### src/hdl/sensor_alarm_with_code_unlock_unit_defines.svh
// ----------------------------------------------------------------------------
// Sensor alarm assertion macros
// Shared concurrent assertion forms for the sensor alarm block.
// ----------------------------------------------------------------------------
`ifndef SENSOR_ALARM_WITH_CODE_UNLOCK_UNIT_DEFINES_SVH
`define SENSOR_ALARM_WITH_CODE_UNLOCK_UNIT_DEFINES_SVH

// Same-cycle implication, disabled during reset.
`define SAR_ASSERT_IMP(label, clk, rst, ante, cons, msg) \
  label: assert property (@(posedge clk) disable iff (rst) (ante) |-> (cons)) \
    else $error(msg);

// Next-cycle implication, disabled during reset.
`define SAR_ASSERT_NEXT(label, clk, rst, ante, cons, msg) \
  label: assert property (@(posedge clk) disable iff (rst) (ante) |=> (cons)) \
    else $error(msg);

`endif

### src/hdl/sar_pkg.sv
// ----------------------------------------------------------------------------
// Sensor alarm package
// Sizes, codes and shared types of the sensor alarm with code unlock.
// ----------------------------------------------------------------------------
package sar_pkg;

  // Sample window and code entry sizes.
  localparam int WINDOW    = 100;
  localparam int CODE_KEYS = 5;

  localparam int SAMPLE_W   = 12;
  localparam int SAMPLE_MAX = (1 << SAMPLE_W) - 1;
  localparam int SUM_W      = $clog2(WINDOW * SAMPLE_MAX + 1);
  localparam int POS_W      = (WINDOW > 1) ? $clog2(WINDOW) : 1;
  localparam int KEY_W      = 4;
  localparam int CNT_W      = $clog2(CODE_KEYS + 1);
  localparam int KIDX_W     = (CODE_KEYS > 1) ? $clog2(CODE_KEYS) : 1;

  // Port field widths.
  localparam int CFG_W       = 20;
  localparam int CFG_IDX_W   = 2;
  localparam int TOTAL_W     = 19;
  localparam int COUNT_OUT_W = 3;
  localparam int EV_W        = 3;

  // Register reset values.
  localparam logic [CFG_W-1:0] TEMP_LIMIT_RESET  = 20'd34745;
  localparam logic [CFG_W-1:0] UNLOCK_CODE_RESET = 20'h54321;

  // Special keys.
  localparam logic [KEY_W-1:0] KEY_CLEAR = 4'd14;
  localparam logic [KEY_W-1:0] KEY_ENTER = 4'd15;

  // Configuration register indexes.
  typedef enum logic [CFG_IDX_W-1:0] {
    REG_TEMP_LIMIT  = 2'd0,
    REG_UNLOCK_CODE = 2'd1
  } cfg_reg_t;

  // Event codes reported with each result.
  typedef enum logic [EV_W-1:0] {
    EV_NONE     = 3'd0,
    EV_RAISED   = 3'd1,
    EV_KEY      = 3'd2,
    EV_CLEARED  = 3'd3,
    EV_WRONG    = 3'd4,
    EV_UNLOCKED = 3'd5
  } event_t;

  // Window stage results for the item being processed.
  typedef struct packed {
    logic [SUM_W-1:0] sum;
    logic             hot;
  } win_t;

  // Alarm and code entry results for the item being processed.
  typedef struct packed {
    logic             alarm;
    logic [CNT_W-1:0] count;
    event_t           ev;
  } ctrl_t;

endpackage

### src/hdl/sar_ram.sv
// ----------------------------------------------------------------------------
// Generic RAM
// One write port and one read port with registered read data.
// ----------------------------------------------------------------------------
module sar_ram #(
  parameter int WIDTH = 8,
  parameter int DEPTH = 16
) (
  clk,
  we,
  waddr,
  wdata,
  re,
  raddr,
  rdata
);
  localparam int AW = (DEPTH > 1) ? $clog2(DEPTH) : 1;

  input  logic             clk;
  input  logic             we;
  input  logic [AW-1:0]    waddr;
  input  logic [WIDTH-1:0] wdata;
  input  logic             re;
  input  logic [AW-1:0]    raddr;
  output logic [WIDTH-1:0] rdata;

  logic [WIDTH-1:0] mem [DEPTH];

  // Write and registered read.
  always_ff @(posedge clk) begin
    if (we) begin
      mem[waddr] <= wdata;
    end
    if (re) begin
      rdata <= mem[raddr];
    end
  end

endmodule

### src/hdl/sar_window.sv
// ----------------------------------------------------------------------------
// Sample window
// Ring of temperature samples with a running sum and over-limit compare.
// ----------------------------------------------------------------------------
module sar_window (
  input  logic                          clk,
  input  logic                          rst,
  input  logic                          accept,
  input  logic [sar_pkg::SAMPLE_W-1:0]  sample,
  input  logic                          advance,
  input  logic [sar_pkg::CFG_W-1:0]     limit,
  output sar_pkg::win_t                 win
);
  import sar_pkg::*;

  localparam int CMP_W = (SUM_W > CFG_W) ? SUM_W : CFG_W;

  logic [POS_W-1:0]    pos;
  logic                wrapped;
  logic                primed;
  logic [SAMPLE_W-1:0] first_sample;

  logic [SAMPLE_W-1:0] s1_sample;
  logic [POS_W-1:0]    s1_pos;
  logic                s1_first;
  logic                s1_wrapped;
  logic                fwd_hit;
  logic [SAMPLE_W-1:0] fwd_data;

  logic [SAMPLE_W-1:0] ram_q;
  logic [SAMPLE_W-1:0] old_sample;
  logic [SUM_W-1:0]    sum;
  logic [SUM_W-1:0]    sum_next;

  // Ring storage, read at transfer time and written back when the item retires.
  sar_ram #(
    .WIDTH(SAMPLE_W),
    .DEPTH(WINDOW)
  ) u_ring (
    .clk  (clk),
    .we   (advance),
    .waddr(s1_pos),
    .wdata(s1_sample),
    .re   (accept),
    .raddr(pos),
    .rdata(ram_q)
  );

  // Input side: ring position, lap flag and the priming sample.
  always_ff @(posedge clk) begin
    if (rst) begin
      pos     <= '0;
      wrapped <= 1'b0;
      primed  <= 1'b0;
    end else if (accept) begin
      primed <= 1'b1;
      if (pos == POS_W'(WINDOW - 1)) begin
        pos     <= '0;
        wrapped <= 1'b1;
      end else begin
        pos <= pos + POS_W'(1);
      end
    end
  end

  // Item held for processing, with a bypass for a write to the address being read.
  always_ff @(posedge clk) begin
    if (accept) begin
      if (!primed) begin
        first_sample <= sample;
      end
      s1_sample  <= sample;
      s1_pos     <= pos;
      s1_first   <= !primed;
      s1_wrapped <= wrapped;
      fwd_hit    <= advance && (s1_pos == pos);
      fwd_data   <= s1_sample;
    end
  end

  // Entries not yet written in the first lap still hold the priming sample.
  always_comb begin
    if (s1_first) begin
      old_sample = s1_sample;
    end else if (!s1_wrapped) begin
      old_sample = first_sample;
    end else if (fwd_hit) begin
      old_sample = fwd_data;
    end else begin
      old_sample = ram_q;
    end
  end

  // Running sum update; the first item fills the whole window.
  always_comb begin
    if (s1_first) begin
      sum_next = SUM_W'(WINDOW) * SUM_W'(s1_sample);
    end else begin
      sum_next = sum - SUM_W'(old_sample) + SUM_W'(s1_sample);
    end
  end

  always_ff @(posedge clk) begin
    if (rst) begin
      sum <= '0;
    end else if (advance) begin
      sum <= sum_next;
    end
  end

  assign win.sum = sum_next;
  assign win.hot = CMP_W'(sum_next) > CMP_W'(limit);

endmodule

### src/hdl/sar_ctrl.sv
// ----------------------------------------------------------------------------
// Alarm control
// Alarm latch and keypad code entry with unlock check.
// ----------------------------------------------------------------------------
module sar_ctrl (
  input  logic                        clk,
  input  logic                        rst,
  input  logic                        advance,
  input  logic                        hot,
  input  logic                        gas,
  input  logic                        key_valid,
  input  logic [sar_pkg::KEY_W-1:0]   key_code,
  input  logic [sar_pkg::CFG_W-1:0]   unlock_code,
  output sar_pkg::ctrl_t              nxt
);
  import sar_pkg::*;

  localparam int CODE_BITS = CODE_KEYS * KEY_W;

  logic                 alarm;
  logic [CNT_W-1:0]     count;
  logic [KEY_W-1:0]     keys [CODE_KEYS];

  logic                 raise;
  logic                 alarm_v;
  logic [CNT_W-1:0]     cnt_v;
  logic [CODE_BITS-1:0] want;
  logic                 match;
  logic                 key_we;
  logic [KIDX_W-1:0]    key_idx;

  // Expected keys; positions beyond the register compare against zero.
  assign want = CODE_BITS'(unlock_code);

  // Alarm raise comes first and empties the entry.
  assign raise   = (gas || hot) && !alarm;
  assign alarm_v = alarm || raise;
  assign cnt_v   = raise ? '0 : count;
  assign key_idx = cnt_v[KIDX_W-1:0];

  // Full entry compare, one key per position.
  always_comb begin
    match = (cnt_v == CNT_W'(CODE_KEYS));
    for (int i = 0; i < CODE_KEYS; i++) begin
      if (keys[i] != want[i*KEY_W +: KEY_W]) begin
        match = 1'b0;
      end
    end
  end

  // Key handling while the alarm is active.
  always_comb begin
    nxt.alarm = alarm_v;
    nxt.count = cnt_v;
    nxt.ev    = raise ? EV_RAISED : EV_NONE;
    key_we    = 1'b0;
    if (key_valid && alarm_v) begin
      case (key_code)
        KEY_ENTER: begin
          nxt.count = '0;
          if (match) begin
            nxt.alarm = 1'b0;
            nxt.ev    = EV_UNLOCKED;
          end else begin
            nxt.ev = EV_WRONG;
          end
        end
        KEY_CLEAR: begin
          nxt.count = '0;
          nxt.ev    = EV_CLEARED;
        end
        default: begin
          if (cnt_v < CNT_W'(CODE_KEYS)) begin
            key_we    = 1'b1;
            nxt.count = cnt_v + CNT_W'(1);
            nxt.ev    = EV_KEY;
          end
        end
      endcase
    end
  end

  // State update when the item retires.
  always_ff @(posedge clk) begin
    if (rst) begin
      alarm <= 1'b0;
      count <= '0;
    end else if (advance) begin
      alarm <= nxt.alarm;
      count <= nxt.count;
    end
  end

  // Entered keys need no reset: they are compared only once the entry is full.
  always_ff @(posedge clk) begin
    if (advance && key_we) begin
      keys[key_idx] <= key_code;
    end
  end

endmodule

### src/hdl/sensor_alarm_with_code_unlock_unit.sv
// An input transfer is held in the processing stage and then written to the result
// register once that register is free. Throughput: one tick per cycle while result_stall
// does not hold the output, set by one read and one write of the sample ring RAM.
// Reset: synchronous, clears position, sum, alarm and entry count; registers return to
// their defaults. The ring RAM is not cleared: entries not yet written in the first
// lap read as the priming sample, so no clearing pass is needed.
// ----------------------------------------------------------------------------
// Sensor alarm with code unlock
// Gas and temperature alarm with a moving-average window and keypad unlock.
// ----------------------------------------------------------------------------
`include "sensor_alarm_with_code_unlock_unit_defines.svh"

module sensor_alarm_with_code_unlock_unit (
  input  logic                             clk,
  input  logic                             rst,
  input  logic                             sample_valid,
  output logic                             sample_stall,
  input  logic [sar_pkg::SAMPLE_W-1:0]     temp_sample,
  input  logic                             gas_detected,
  input  logic                             key_valid,
  input  logic [sar_pkg::KEY_W-1:0]        key_code,
  output logic                             result_valid,
  input  logic                             result_stall,
  output logic                             buzzer_on,
  output logic                             alarm_latched,
  output logic                             warn_gas,
  output logic                             warn_temp,
  output logic [sar_pkg::COUNT_OUT_W-1:0]  keys_entered,
  output logic [sar_pkg::EV_W-1:0]         event_res,
  output logic [sar_pkg::TOTAL_W-1:0]      window_total,
  input  logic                             cfg_valid,
  output logic                             cfg_ready,
  input  logic [sar_pkg::CFG_IDX_W-1:0]    cfg_index,
  input  logic [sar_pkg::CFG_W-1:0]        cfg_data
);
  import sar_pkg::*;

  logic [CFG_W-1:0] temp_limit_sum;
  logic [CFG_W-1:0] unlock_code;

  logic             accept;
  logic             advance;
  logic             s1_valid;
  logic             s1_gas;
  logic             s1_kv;
  logic [KEY_W-1:0] s1_key;

  win_t             win;
  ctrl_t            nxt;

  // Configuration writes are always taken.
  assign cfg_ready = 1'b1;

  always_ff @(posedge clk) begin
    if (rst) begin
      temp_limit_sum <= TEMP_LIMIT_RESET;
      unlock_code    <= UNLOCK_CODE_RESET;
    end else if (cfg_valid) begin
      case (cfg_index)
        REG_TEMP_LIMIT:  temp_limit_sum <= cfg_data;
        REG_UNLOCK_CODE: unlock_code    <= cfg_data;
        default: ;
      endcase
    end
  end

  // Handshake: the processing stage retires when the result register is free.
  assign advance      = s1_valid && (!result_valid || !result_stall);
  assign sample_stall = s1_valid && !advance;
  assign accept       = sample_valid && !sample_stall;

  always_ff @(posedge clk) begin
    if (rst) begin
      s1_valid <= 1'b0;
    end else if (accept) begin
      s1_valid <= 1'b1;
    end else if (advance) begin
      s1_valid <= 1'b0;
    end
  end

  always_ff @(posedge clk) begin
    if (accept) begin
      s1_gas <= gas_detected;
      s1_kv  <= key_valid;
      s1_key <= key_code;
    end
  end

  // Window sum and over-temperature compare.
  sar_window u_window (
    .clk    (clk),
    .rst    (rst),
    .accept (accept),
    .sample (temp_sample),
    .advance(advance),
    .limit  (temp_limit_sum),
    .win    (win)
  );

  // Alarm latch and code entry.
  sar_ctrl u_ctrl (
    .clk        (clk),
    .rst        (rst),
    .advance    (advance),
    .hot        (win.hot),
    .gas        (s1_gas),
    .key_valid  (s1_kv),
    .key_code   (s1_key),
    .unlock_code(unlock_code),
    .nxt        (nxt)
  );

  // Result register.
  always_ff @(posedge clk) begin
    if (rst) begin
      result_valid <= 1'b0;
    end else if (advance) begin
      result_valid <= 1'b1;
    end else if (!result_stall) begin
      result_valid <= 1'b0;
    end
  end

  always_ff @(posedge clk) begin
    if (advance) begin
      alarm_latched <= nxt.alarm;
      warn_gas      <= s1_gas;
      warn_temp     <= win.hot;
      keys_entered  <= COUNT_OUT_W'(nxt.count);
      event_res     <= nxt.ev;
      window_total  <= TOTAL_W'(win.sum);
    end
  end

  assign buzzer_on = alarm_latched;

  // Checks on the block's own logic.
  `SAR_ASSERT_IMP(a_stall_only_on_full_output, clk, rst, sample_stall,
                  result_valid && result_stall,
                  "input stalled while the result register could drain")
  `SAR_ASSERT_NEXT(a_retire_gives_result, clk, rst, advance, result_valid,
                   "retired item produced no result")
  `SAR_ASSERT_IMP(a_unlock_clears_alarm, clk, rst,
                  result_valid && (event_res == EV_UNLOCKED), !alarm_latched,
                  "unlock reported with the alarm still latched")
  `SAR_ASSERT_IMP(a_raise_empties_entry, clk, rst,
                  result_valid && (event_res == EV_RAISED),
                  alarm_latched && (keys_entered == '0),
                  "alarm raise left the alarm off or keys entered")

endmodule
### config.mk
export PLATFORM = sky130hd
export DESIGN_NAME = sensor_alarm_with_code_unlock_unit
export DESIGN_NICKNAME = d
export VERILOG_FILES = /design/src/hdl/sar_pkg.sv /design/src/hdl/sar_ram.sv /design/src/hdl/sar_window.sv /design/src/hdl/sar_ctrl.sv /design/src/hdl/sensor_alarm_with_code_unlock_unit.sv
export VERILOG_INCLUDE_DIRS = /design/src /design/src/hdl
export SDC_FILE = /design/constraint.sdc
export NUM_CORES = 2
export LEC_CHECK = 0
export ABC_CLOCK_PERIOD_IN_PS = 6450
export BUFFER_PORTS_ARGS = -buffer_cell sky130_fd_sc_hd__buf_4
export CAP_MARGIN = 0
export CORE_ASPECT_RATIO = 0.6
export CORE_MARGIN = 4
export CORE_UTILIZATION = 50
export CTS_CLUSTER_DIAMETER = 80
export DETAILED_ROUTE_END_ITERATION = 7
export PLACE_DENSITY_LB_ADDON = 0.3
export SYNTH_ARGS = -nofsm -noshare
export SYNTH_HDL_FRONTEND = slang
export SYNTH_HIERARCHICAL = 1
export SYNTH_SLANG_ARGS = --single-unit
### constraint.sdc
create_clock -name clk -period 6.45 [get_ports clk]
set_input_delay 0.3225 -clock clk [delete_from_list [all_inputs] [get_ports clk]]
set_output_delay 0.3225 -clock clk [all_outputs]
set_load 0.01 [all_outputs]
==> flow_metrics.env <==
export IMPL_status="finished clean"
export IMPL_combinationalPowerShare_pct=11.0
export IMPL_synth_common_cells="edfxtp_1, mux4_2, nor2_1"
export IMPL_grt_max_degree=95
export IMPL_drive_gt1_share_pct=22.5
export IMPL_post_route_period_util_pct=96.4
export IMPL_critPathLaunchType="flip-flop"
export IMPL_via_per_inst=6.10
export IMPL_max_stage_delay_ns=0.56
export IMPL_clkLatencyLatePin_ns=0.76
export IMPL_yosys_area_top_type="edfxtp_1"
export IMPL_synth_top_family_by_area="multiplexers"
export IMPL_pre_cts_slack_ns=0.245
export IMPL_gr_total_overflow=0
export IMPL_drc=0
export IMPL_initial_core_util_pct=50.7
export IMPL_ys_seq_area_share_pct=71.6
export IMPL_p_switching_mw=4.52
export IMPL_crit_fanout=6
export IMPL_fin_skew_ns=0.0262
export IMPL_synthMuxAreaShare_pct=15.0
export IMPL_synthFlopType="edfxtp_1"
export IMPL_yosysMostFrequentCell="edfxtp_1"
export IMPL_cpMaxStageDelayCell="fa_1"
export IMPL_cts_sinks=1386
export IMPL_leakage_nw=20.9
export IMPL_core_sq_um=113000
export IMPL_cts_buffer_depth=3
export IMPL_p_clk_share_pct=35.8
export IMPL_synth_adder_area_share_pct=2.46
export IMPL_fp_dieW_um=444
export IMPL_yosys_area_share_simple_pct=3.82
export IMPL_synth_area_per_cell_sq_um=18.7
export IMPL_internal_power_mw=14.4
export IMPL_port_buffers=75
export IMPL_dieHeight_um=270
export IMPL_worstMarginPinSlew_ns=1.38
export IMPL_antenna_found_initial=5
export IMPL_cts_max_level=3
export IMPL_worstPathArrival_ns=6.88
export IMPL_fin_ws_ns=0.233
export IMPL_grt_first_pass_wirelength_um=202000
export IMPL_vias=29900
export IMPL_syn_area_sq_um=57100
export IMPL_swShare_pct=23.9
export IMPL_timing_setup_tns_ns=0
export IMPL_finalWeightedCongestion=0.885
export IMPL_synth_xor_area_share_pct=0.783
export IMPL_async_flop_share_pct=0
export IMPL_yosys_warnings=6
export IMPL_area_growth_syn_to_layout_pct=12.6
export IMPL_hold_viol=0
export IMPL_dr_pass1_iters=5
export IMPL_grt_pass1_vias=29900
export IMPL_setup_viol=0
export IMPL_final_nets=3446
export IMPL_max_cap_violations=0
export IMPL_core_rowCount=95
export IMPL_dr_first_iter_drc_count=3796
export IMPL_critPathKind="flip-flop to flip-flop"
export IMPL_netlist_instances=3045
export IMPL_synth_edf_count=1312
export IMPL_relSlewSlack_pct=7.89
export IMPL_hold_depth=3
export IMPL_r2r_cells=31
export IMPL_root_buffer="clkbuf_16"
export IMPL_cts_tree="done"
export IMPL_synth_seq_cells=1386
export IMPL_routedWlPerCell_um=28.0
export IMPL_ios=77
export IMPL_finalMaxSlewViolations=0
export IMPL_cts_inserted_buffers=116
export IMPL_crit_top_cell="a21o_1"
export IMPL_peakVddDrop_mv=0.254
export IMPL_synth_top_area_share_pct=69.0
export IMPL_die_area_sq_um=120000
export IMPL_hold_path_class="input pin to flip-flop"
export IMPL_synth_distinct_cells=91
export IMPL_dp_hpwl_um=86700
export IMPL_fill_cells=8262
export IMPL_crit_path_end_kind="flip-flop"
export IMPL_ant_nets=0
export IMPL_min_period_ns=6.22
export IMPL_rsz0062_at_grt="true"
export IMPL_synth_nets=3191
export IMPL_worstPathRequired_ns=7.12
export IMPL_wl_um=137000
export IMPL_synthTopCellsByArea="edfxtp_1, mux4_2, mux2i_1"
export IMPL_grtUsageTotal_pct=22.8
export IMPL_seq_power_share_pct=53.1
export IMPL_path_clk_slew_ns=0.07
export IMPL_max_clock_freq_mhz=161
export IMPL_synth_compound_area_share_pct=3.82
export IMPL_powerDensity_nw_per_um2=294
## worst max-delay path: cells and delay by family (launching register included)
family	cells	cell delay, ns
compound gates	17	2.92
fa+ha+maj	4	1.41
simple gates	5	0.74
buf+inv	4	0.49
flops	1	0.42
mux	1	0.15
## routing by layer
layer	vias up	global-route usage, %	part of all wire [%]	wire length, um
li1	12700	-	-	-
met2	1432	32.3	43	59700
met3	200	7.01	11	15000
met4	0	4.89	1.9	2630
met1	15600	35.0	44	59900
met5	-	0	0	0
## kinds of logic after synthesis
logic type | Yosys count
other cells | 1
buf+inv | 265
flops | 1386
compound gates | 295
simple gates | 465
mux | 481
xor+xnor | 51
fa+ha+maj | 101
## placed cells by master (no fill, tap or decap), types with 22 or more instances in the layout
cell / instances
mux2i_1: 179
o21ai_0: 43
ha_1: 78
nand2b_1: 53
nand2_1: 87
edfxtp_1: 1312
inv_1: 114
mux4_2: 295
a22oi_1: 22
xnor2_1: 39
a21o_1: 22
dfxtp_1: 70
a21oi_1: 39
dlygate4sd3_1: 41
nand3_1: 28
buf_4: 232
nand4_1: 26
nor2_1: 196
clkinv_1: 28
clkbuf_16: 118
clkbuf_1: 32
## power by group through the flow
stage	Sequential, mW	Combinational [mW]	Clock, mW
after detailed placement	10.2	1.98	0
after CTS	10.0	2.01	6.89
after global routing	10.0	2.26	7.29
after global placement	10.2	1.95	0
final	10.0	2.09	6.77
after floorplan	10.3	1.35	0
## path summary, 6_finish.rpt
kind,slack [ns],start,end
max,0.23,u_window/fwd_hit,u_ctrl/count[1]
min,0.06,cfg_index[0],temp_limit_sum[18]
max reg2reg,0.23,u_window/fwd_hit,u_ctrl/count[1]
min reg2reg,0.46,u_window/wrapped,u_window/s1_wrapped
## per-stage QoR
step                utilization, %  instances  power, mW  hold slack (ns)  cell area [sq um]
floorplan                        -       3045       11.6            0.390              57200
global placement              53.3       4625       12.2            0.429              60000
detailed placement            53.3       4625       12.2            0.429              60000
CTS                           56.8       4882       18.9         0.000704              64000
global route                  57.1       4904       19.6           0.0231              64200
finish                        57.1       4905       18.9           0.0597              64200
## area by class of cell
type | count | area, sq um | share of cell area, %
multi-input combinational | 1394 | 15000 | 23.4
antenna | 4 | 10.0 | 0.0156
clock inverter | 62 | 489 | 0.762
timing repair buffer | 285 | 2390 | 3.72
clock buffer | 154 | 3120 | 4.85
sequential | 1386 | 40900 | 63.7
tap | 1503 | 1880 | 2.93
inverter | 117 | 439 | 0.684
## sequential cells by signal, summed over array words and instances, names as in the netlist, 3 cells and up
register,cells
s1_key,4
u_ctrl/count,3
u_window/fwd_data,12
temp_limit_sum,20
u_ctrl/keys,20
u_window/s1_pos,7
u_window/u_ring/mem,1200
u_window/s1_sample,12
u_window/sum,19
keys_entered,3
unlock_code,20
u_window/pos,7
u_window/first_sample,12
u_window/u_ring/rdata,12
window_total,19
event_res,3
## timing repair
| action | 4_1_cts | 5_1_grt |
|---|---|---|
| setup endpoints to repair | 0 | 27 |
| buffers inserted | 0 | 18 |
| hold buffers | 41 | 0 |
| gates resized for setup | 0 | 17 |
| hold endpoints to repair | 72 | 0 |
No activity file was read; power rests on OpenSTA's default activity.
